[src/hdl/assert_macros.svh]
// assertion helpers, clocked on clk and disabled while rst_n is low
`ifndef ASSERT_MACROS_SVH
`define ASSERT_MACROS_SVH

// same-cycle implication
`define OPQ_ASSERT_IMP(lbl, ante, cons, msg) \
  lbl: assert property (@(posedge clk) disable iff (!rst_n) (ante) |-> (cons)) else $error(msg);

// next-cycle implication
`define OPQ_ASSERT_NXT(lbl, ante, cons, msg) \
  lbl: assert property (@(posedge clk) disable iff (!rst_n) (ante) |=> (cons)) else $error(msg);

`endif

[src/hdl/opq_pkg.sv]
package opq_pkg;

  localparam int COUNT_BITS_DEF = 20;
  localparam int FINE_KEEP_DEF  = 128;

  localparam int BINS       = 4096;
  localparam int BIN_BITS   = 12;
  localparam int COARSE     = 64;
  localparam int CK_BITS    = 6;
  localparam int ENTRIES    = 192;
  localparam int FINE_BASE  = 64;
  localparam int CODE_FINE  = 128;
  localparam int CODE_COARSE = 64;
  localparam int CH_BITS    = 6;
  localparam int PAL_W      = 3 * CH_BITS;
  localparam int RANK_W     = 9;

  localparam logic [2:0] OP_ACC   = 3'd0;
  localparam logic [2:0] OP_BUILD = 3'd1;
  localparam logic [2:0] OP_READ  = 3'd2;
  localparam logic [2:0] OP_MAP   = 3'd3;
  localparam logic [2:0] OP_CLEAR = 3'd4;

  typedef struct packed {
    logic [2:0]  operation;
    logic [15:0] pixel_value;
    logic [7:0]  palette_index;
  } in_word_t;

  typedef struct packed {
    logic [5:0] entry_red;
    logic [5:0] entry_green;
    logic [5:0] entry_blue;
    logic [7:0] color_code;
    logic       build_done;
  } out_word_t;

  function automatic logic [BIN_BITS-1:0] fine_key(input logic [15:0] px);
    return {px[15:12], px[10:7], px[4:1]};
  endfunction

  function automatic logic [CK_BITS-1:0] coarse_key(input logic [BIN_BITS-1:0] k);
    return {k[11:10], k[7:6], k[3:2]};
  endfunction

  // m-th fine bin that folds into coarse bin ck
  function automatic logic [BIN_BITS-1:0] coarse_member(input logic [CK_BITS-1:0] ck,
                                                        input logic [CK_BITS-1:0] m);
    return {ck[5:4], m[5:4], ck[3:2], m[3:2], ck[1:0], m[1:0]};
  endfunction

endpackage

[src/hdl/opq_avg.sv]
module opq_avg #(
  parameter int DW = 26
) (
  input  logic                            clk,
  input  logic                            rst_n,
  input  logic                            start,
  input  logic [2:0][DW+5:0]              num,
  input  logic [DW-1:0]                   den,
  output logic                            done,
  output logic [2:0][opq_pkg::CH_BITS-1:0] avg
);

  localparam int NW    = DW + 6;
  localparam int STEPS = 7;

  logic             busy_r;
  logic             done_r;
  logic [2:0]       step_r;
  logic             zero_r;
  logic [NW-1:0]    d_r;
  logic [NW-1:0]    rem_r [3];
  logic [STEPS-1:0] q_r [3];

  always_ff @(posedge clk) begin
    if (!rst_n) begin
      busy_r <= 1'b0;
      done_r <= 1'b0;
      step_r <= '0;
    end else begin
      done_r <= busy_r && !start && (step_r == 3'(STEPS - 1));
      if (start) begin
        busy_r <= 1'b1;
        step_r <= '0;
      end else if (busy_r) begin
        step_r <= step_r + 3'd1;
        if (step_r == 3'(STEPS - 1)) begin
          busy_r <= 1'b0;
        end
      end
    end
  end

  // restoring division, one quotient bit per cycle, top bit means saturate
  always_ff @(posedge clk) begin
    if (start) begin
      d_r    <= {den, 6'b0};
      zero_r <= (den == '0);
      for (int i = 0; i < 3; i++) begin
        rem_r[i] <= num[i];
        q_r[i]   <= '0;
      end
    end else if (busy_r) begin
      d_r <= d_r >> 1;
      for (int i = 0; i < 3; i++) begin
        if (rem_r[i] >= d_r) begin
          rem_r[i] <= rem_r[i] - d_r;
          q_r[i]   <= {q_r[i][STEPS-2:0], 1'b1};
        end else begin
          q_r[i]   <= {q_r[i][STEPS-2:0], 1'b0};
        end
      end
    end
  end

  always_comb begin
    for (int i = 0; i < 3; i++) begin
      if (zero_r) begin
        avg[i] = '0;
      end else if (q_r[i][STEPS-1]) begin
        avg[i] = '1;
      end else begin
        avg[i] = q_r[i][opq_pkg::CH_BITS-1:0];
      end
    end
  end

  assign done = done_r;

endmodule

[config.mk]
export PLATFORM = sky130hd
export DESIGN_NAME = opq_avg
export DESIGN_NICKNAME = d
export VERILOG_FILES = /design/src/hdl/assert_macros.svh /design/src/hdl/opq_pkg.sv /design/src/hdl/opq_avg.sv
export SDC_FILE = /design/constraint.sdc
export NUM_CORES = 1
export LEC_CHECK = 0
export ABC_CLOCK_PERIOD_IN_PS = 2900
export BUFFER_PORTS_ARGS = -buffer_cell sky130_fd_sc_hd__buf_2
export CAP_MARGIN = 10
export CORE_MARGIN = 10
export CORE_UTILIZATION = 50
export CTS_CLUSTER_SIZE = 40
export DETAILED_ROUTE_END_ITERATION = 16
export PLACE_DENSITY_LB_ADDON = 0.15
export SYNTH_ARGS = -nofsm -noshare
export SYNTH_HDL_FRONTEND = slang
export SYNTH_SLANG_ARGS = --single-unit
[constraint.sdc]
create_clock -name clk -period 2.9 [get_ports clk]
set_clock_uncertainty 0.15 [all_clocks]
set_input_delay 0.29 -clock clk [delete_from_list [all_inputs] [get_ports clk]]
set_output_delay 0.29 -clock clk [all_outputs]
set_load 0.02 [all_outputs]
# [Word level (Yosys, flattened, before mapping)]
# Memory sizes are Yosys's and may differ from the RTL's.
# Cells that the tools add are included.
[op_classes] addsub=4 mul=0 n_div=0 magnitude_cmp=3 eq_ne=1 shift=0 mux=46 bitwise=10 reduce_logical=6
[op_table] operator="$mux W32" n=5
[op_table] operator="$ge A32 B32 Y1" n=3
[op_table] operator="$sub A32 B32 Y32" n=3
[op_table] operator="$mux W7" n=6
[op_table] operator="$mux W6" n=6
[op_table] operator="$mux W1" n=29
[op_table] operator="$logic_not A26 Y1" n=1
[op_table] operator="$or A1 B1 Y1" n=9
[op_table] operator="$add A3 B1 Y3 const B" n=1
[op_table] operator="$eq A3 B3 Y1 const B" n=1
[op_table] operator="$logic_and A1 B1 Y1" n=2
[op_table] operator="$reduce_bool A2 Y1" n=1
[op_table] operator="$reduce_or A2 Y1" n=1
[op_table] operator="$logic_not A1 Y1" n=1
[op_table] operator="$not A1 Y1" n=1
[totals] reg_bits=38 latchBits=0 mem_bits_rw=117 romBits=0 word_cells=78 memories=2
[memory_table] name="rem_r" words=3 width=32 read_ports=3 rd_ports_with_merged_regs=0 wr=3 line_no="opq_avg.sv:21" rtl="logic [NW-1:0] rem_r [3];"
[memory_table] name="q_r" words=3 width=7 read_ports=3 rd_ports_with_merged_regs=0 wr=3 line_no="opq_avg.sv:22" rtl="logic [STEPS-1:0] q_r [3];"

# [Longest topological paths before layout]
[depth] depth_word=7 ltp_mapped=16 mapped_depth_nobuf=12

# [Worst setup path after synthesis]
# OpenSTA, ideal clock, no wires.
[synth_path] path_kind="register to register" start="register d_r[0]" end="memory rem_r[0][64] in the netlist's numbering (enable)" arrival_time_ns=2.664 t_required_ns=2.356 slack_ns=-0.308 stages_incl_launch_ff=10 n_path_buf=0 period_less_slack_ns=3.208 cell_sequence="dfxtp_1 -> ha_1 -> fa_1 -> nand2b_1 -> a211oi_2 -> o31ai_2 -> o211a_2 -> o31ai_2 -> a211oi_2 -> nand2b_1"
[synth_lines] element="start: declaration" line_no="opq_avg.sv:20" rtl="logic [NW-1:0] d_r;"
[synth_lines] element="start signal: assignment" line_no="opq_avg.sv:46" rtl="d_r <= {den, 6'b0};"
[synth_lines] element="start signal: assignment" line_no="opq_avg.sv:53" rtl="d_r <= d_r >> 1;"
[synth_lines] element="end: declaration" line_no="opq_avg.sv:21"

==> results_dict.tcl <==
set metrics [dict create \
    nNetsFinal 2002 \
    final_layout_size_suffix_gt1_frac 0.415 \
    irDropWorstVdd_uv 441 \
    cp-start-kind "flop" \
    worst_slew_pin_slew_ns 0.581 \
    power_report.internal_total_mw 7.75 \
    wirelength_routed_um 42300 \
    grtUsageTotal 0.262 \
    synth.net_count 1506 \
    path_clk_slew_ns 0.07 \
    final-hold-violation-count 0 \
    hold_class "input pin to flop" \
    fin_crit_ns 3.26 \
    power.share.clock 0.176 \
    globalplace.congestion 0.964 \
    gr-total-overflow 0 \
    timing.setup.critical_path_class "flop to flop" \
    ys_seq_elements 155 \
    drt_wl_cell_um 20.4 \
    hold_depth 3 \
    core-area_um2 22600 \
    cts_tree "yes" \
    numCtsBuffers 17 \
    yosysTopAreaCell "sky130_fd_sc_hd__edfxtp_1" \
    yosysSeqAreaShare 0.393 \
    ant_nets 0 \
    reg2reg_from "rem_r[0][73]$_DFFE_PP_" \
    netSwitchingFraction 0.392 \
    grt_first_pass_wirelength_um 60500 \
    final.fill_count 1412 \
    min_from "num[43]" \
    via_per_inst 5.89 \
    cp_data_required_time_ns 2.94 \
    cpPeakStageDelay_ns 0.49 \
    ys_top_cells_by_area "sky130_fd_sc_hd__edfxtp_1 37%, sky130_fd_sc_hd__ha_1 11%, sky130_fd_sc_hd__o21ai_0 6.6%" \
    critPathCaptureType "flop" \
    dominantRegCellSynth "sky130_fd_sc_hd__edfxtp_1" \
    global_route.usage.met1 0.343 \
    cts_root_buf "sky130_fd_sc_hd__clkbuf_16" \
    final_report_max_slew_violation_count 0 \
    worst_r2r_endpoint "rem_r[0][42]$_DFFE_PP_" \
    postSynth.asyncResetShare 0 \
    setup_viol 192 \
    avgSynthCellArea_um2 9.01 \
    final-seq-area_um2 4540 \
    synthesis.instances 1280 \
    crit_family "simple AND/OR/NAND/NOR gates" \
    seq_power_share 0.246 \
    power.share.combinational 0.578 \
    use_met3 0.0431 \
    dp.final_hpwl_um 26800 \
    multiInputGateArea_um2 7820 \
    cts_sinks 155 \
    worstPathBufferInverterCount 3 \
    h_tree_depth 4 \
    cp_slowest_cell "sky130_fd_sc_hd__edfxtp_1" \
    layout_setup_ws_ns -0.365 \
    busiest_layer "met2" \
    rr_worst_depth 13 \
    achievable-frequency_mhz 306 \
    placement.io_buffers 143 \
    grt_antenna_before_repair 0 \
    pre_antenna_drt_iters 6 \
    initial_core_util 0.510 \
    pre_cts_slack_ns -0.365 \
    power.density_nw_per_um2 710 \
    relSlewSlack 0.613 \
    fp.dieArea_um2 29500 \
    synthesis.yosys.warnings 0 \
    critPathMaxFanout 11 \
    final_clock_period_utilization_by_the_worst_path 1.13 \
    area_delta_synth_final_pct 55.7 \
    timing.hold.worst_endpoint "rem_r[0][43]$_DFFE_PP_" \
    power_switching_mw 4.99 \
    post-route-util 0.793 \
    total_neg_setup_slack_ns -31.61 \
    drv_cap 0 \
    crit_path_cell_trace "ha_4, buf_6, nand4_1, nor2_2, o31ai_4, o211a_4, o31ai_4, a211oi_4, and3_4, buf_4, buf_12, nand2_1, o21ai_1" \
    violations "negative setup slack" \
    initialDrtViolationCount 1313 \
    internal_reg_to_reg_setup_slack_ns -0.36 \
    die-height_um 172 \
    outcome "finished, violations left" \
    p_leak_nw 7.92 \
    clockBufferDepth 2 \
    pin_count_of_the_biggest_net_entering_global_routing 48 \
    post_synth_edffs 143 \
    clk_latency_ns 0.44 \
    stdcell_area_um2 18000 \
    netlist-cell-type-count 70 \
    placement.cell_area_um2 14500 \
    insertedDiodeCount 0 \
    dieWidth_um 172 \
    worst_ep_arrival_time_ns 3.30 \
    synth_top_area_frac 0.372 \
    syn_area_um2 11500 \
    via_count_of_the_first_global_routing_pass 11668 \
    rsz_0062_raised_after_global_routing "yes" \
    worst_path_most_repeated_cell "sky130_fd_sc_hd__o31ai_4" \
    core.rowCount 55 \
    grt_use_met2 0.436 \
    drc_errors 0 \
    top_level_i_o_count 144 \
    num_vias 12209 \
]
worst min-delay path, stage by stage:
cell                      delay (ns)
sky130_fd_sc_hd__buf_2          0.09
sky130_fd_sc_hd__nand2_2        0.05
sky130_fd_sc_hd__o21ai_2        0.05
registers in the layout (all words and copies together), names as in the netlist:
| name | cells |
|---|---|
| done | 1 |
| zero_r | 1 |
| step_r | 3 |
| rem_r | 96 |
| q_r | 21 |
| d_r | 32 |
| busy_r | 1 |
cell families after synthesis:
logic type / Yosys count / synth area share
simple gates: 424 / 0.168
mux: 7 / 0.00618
buf+inv: 109 / 0.0407
xor+xnor: 81 / 0.0615
flops: 155 / 0.393
fa+ha+maj: 101 / 0.111
compound gates: 403 / 0.220
per-stage QoR:
stage / hold slack, ns / instances / power, mW
2_1_floorplan: 0.252 / 1280 / 6.49
3_3_place_gp: 0.316 / 1914 / 8.50
3_5_place_dp: 0.322 / 1914 / 8.61
4_1_cts: 0.00121 / 2046 / 11.7
5_1_grt: 0.00609 / 2074 / 13.4
6_report: 0.00532 / 2074 / 12.7
per-layer routing:
| metal | share of wire | up-vias |
|---|---|---|
| met2 | 0.49 | 597 |
| met5 | 0 | - |
| li1 | - | 5698 |
| met1 | 0.41 | 5799 |
| met4 | 0.033 | 0 |
| met3 | 0.075 | 115 |
how the worst max path moves through the flow:
stage | endpoint | from | slack (ns) | cells after the start
floorplan | rem_r[0][31]$_DFFE_PP_ | d_r[0]$_SDFFE_PP0P_ | -0.13 | 15
global placement | rem_r[0][29]$_DFFE_PP_ | d_r[1]$_SDFFE_PP0P_ | -0.28 | 12
detailed placement | rem_r[0][29]$_DFFE_PP_ | d_r[1]$_SDFFE_PP0P_ | -0.36 | 12
CTS | rem_r[0][93]$_DFFE_PP_ | d_r[0]$_SDFFE_PP0P_ | -0.24 | 12
global route | rem_r[0][42]$_DFFE_PP_ | rem_r[0][73]$_DFFE_PP_ | -0.44 | 13
finish | rem_r[0][42]$_DFFE_PP_ | rem_r[0][73]$_DFFE_PP_ | -0.36 | 13
Yosys cell counts (4+ instances only):
| master | number |
|---|---|
| sky130_fd_sc_hd__inv_1 | 57 |
| sky130_fd_sc_hd__ha_1 | 98 |
| sky130_fd_sc_hd__a211o_1 | 7 |
| sky130_fd_sc_hd__edfxtp_1 | 143 |
| sky130_fd_sc_hd__o21ai_0 | 151 |
| sky130_fd_sc_hd__o21ai_1 | 8 |
| sky130_fd_sc_hd__a211oi_1 | 11 |
| sky130_fd_sc_hd__buf_2 | 11 |
| sky130_fd_sc_hd__and2_1 | 27 |
| sky130_fd_sc_hd__nor2b_1 | 9 |
| sky130_fd_sc_hd__nor2_1 | 91 |
| sky130_fd_sc_hd__mux2i_1 | 6 |
| sky130_fd_sc_hd__a21oi_1 | 85 |
| sky130_fd_sc_hd__nand2_1 | 184 |
| sky130_fd_sc_hd__o21bai_1 | 15 |
| sky130_fd_sc_hd__a31oi_1 | 9 |
| sky130_fd_sc_hd__xor2_1 | 38 |
| sky130_fd_sc_hd__o31ai_1 | 14 |
| sky130_fd_sc_hd__nand3_1 | 22 |
| sky130_fd_sc_hd__clkbuf_1 | 34 |
| sky130_fd_sc_hd__nor4_1 | 10 |
| sky130_fd_sc_hd__a21o_1 | 38 |
| sky130_fd_sc_hd__xnor2_1 | 43 |
| sky130_fd_sc_hd__o21a_1 | 14 |
| sky130_fd_sc_hd__nand4_1 | 24 |
| sky130_fd_sc_hd__dfxtp_1 | 12 |
| sky130_fd_sc_hd__and3_1 | 15 |
| sky130_fd_sc_hd__or3_1 | 4 |
| sky130_fd_sc_hd__nor3_1 | 14 |
| sky130_fd_sc_hd__o211ai_1 | 5 |
| sky130_fd_sc_hd__buf_6 | 6 |
| sky130_fd_sc_hd__nand2b_1 | 14 |
| sky130_fd_sc_hd__o41ai_1 | 4 |
power groups by stage:
| stage | combinational, mW | sequential (mW) | clock [mW] |
|---|---|---|---|
| floorplan | 3.42 | 3.07 | 0 |
| global placement | 5.37 | 3.13 | 0 |
| detailed placement | 5.48 | 3.13 | 0 |
| CTS | 6.37 | 3.10 | 2.24 |
| global route | 7.91 | 3.15 | 2.34 |
| finish | 7.37 | 3.13 | 2.25 |
placed cells by master, fill, tap and decap left out, types with 42 or more instances in the layout:
master,synthesis,final
sky130_fd_sc_hd__nand2_4,0,46
sky130_fd_sc_hd__nand2_1,184,99
sky130_fd_sc_hd__buf_4,0,264
sky130_fd_sc_hd__o21ai_0,151,64
sky130_fd_sc_hd__o21ai_1,8,56
sky130_fd_sc_hd__buf_2,11,143
sky130_fd_sc_hd__xnor2_1,43,42
sky130_fd_sc_hd__ha_1,98,79
sky130_fd_sc_hd__dlygate4sd3_1,0,71
sky130_fd_sc_hd__edfxtp_1,143,143
sky130_fd_sc_hd__nor2_1,91,84
sky130_fd_sc_hd__a21oi_1,85,75
final cells by class:
cell class / count / area share
clock buffer: 18 / 0.0239
clock inverter: 14 / 0.00746
inverter: 57 / 0.0123
multi-input combinational: 1017 / 0.435
sequential: 155 / 0.253
tap: 285 / 0.0199
timing repair buffer: 528 / 0.248
what timing repair did:
item                                   4_1_cts  5_1_grt
cloned                                      18        8
setup endpoints to repair                  178      192
hold buffers                                68        3
endpoints found under the hold margin       69        3
setup buffers                               15       21
pin swaps                                   45       93
resized for setup                          192      214
Note: power is estimated with default switching activity, not from simulation.
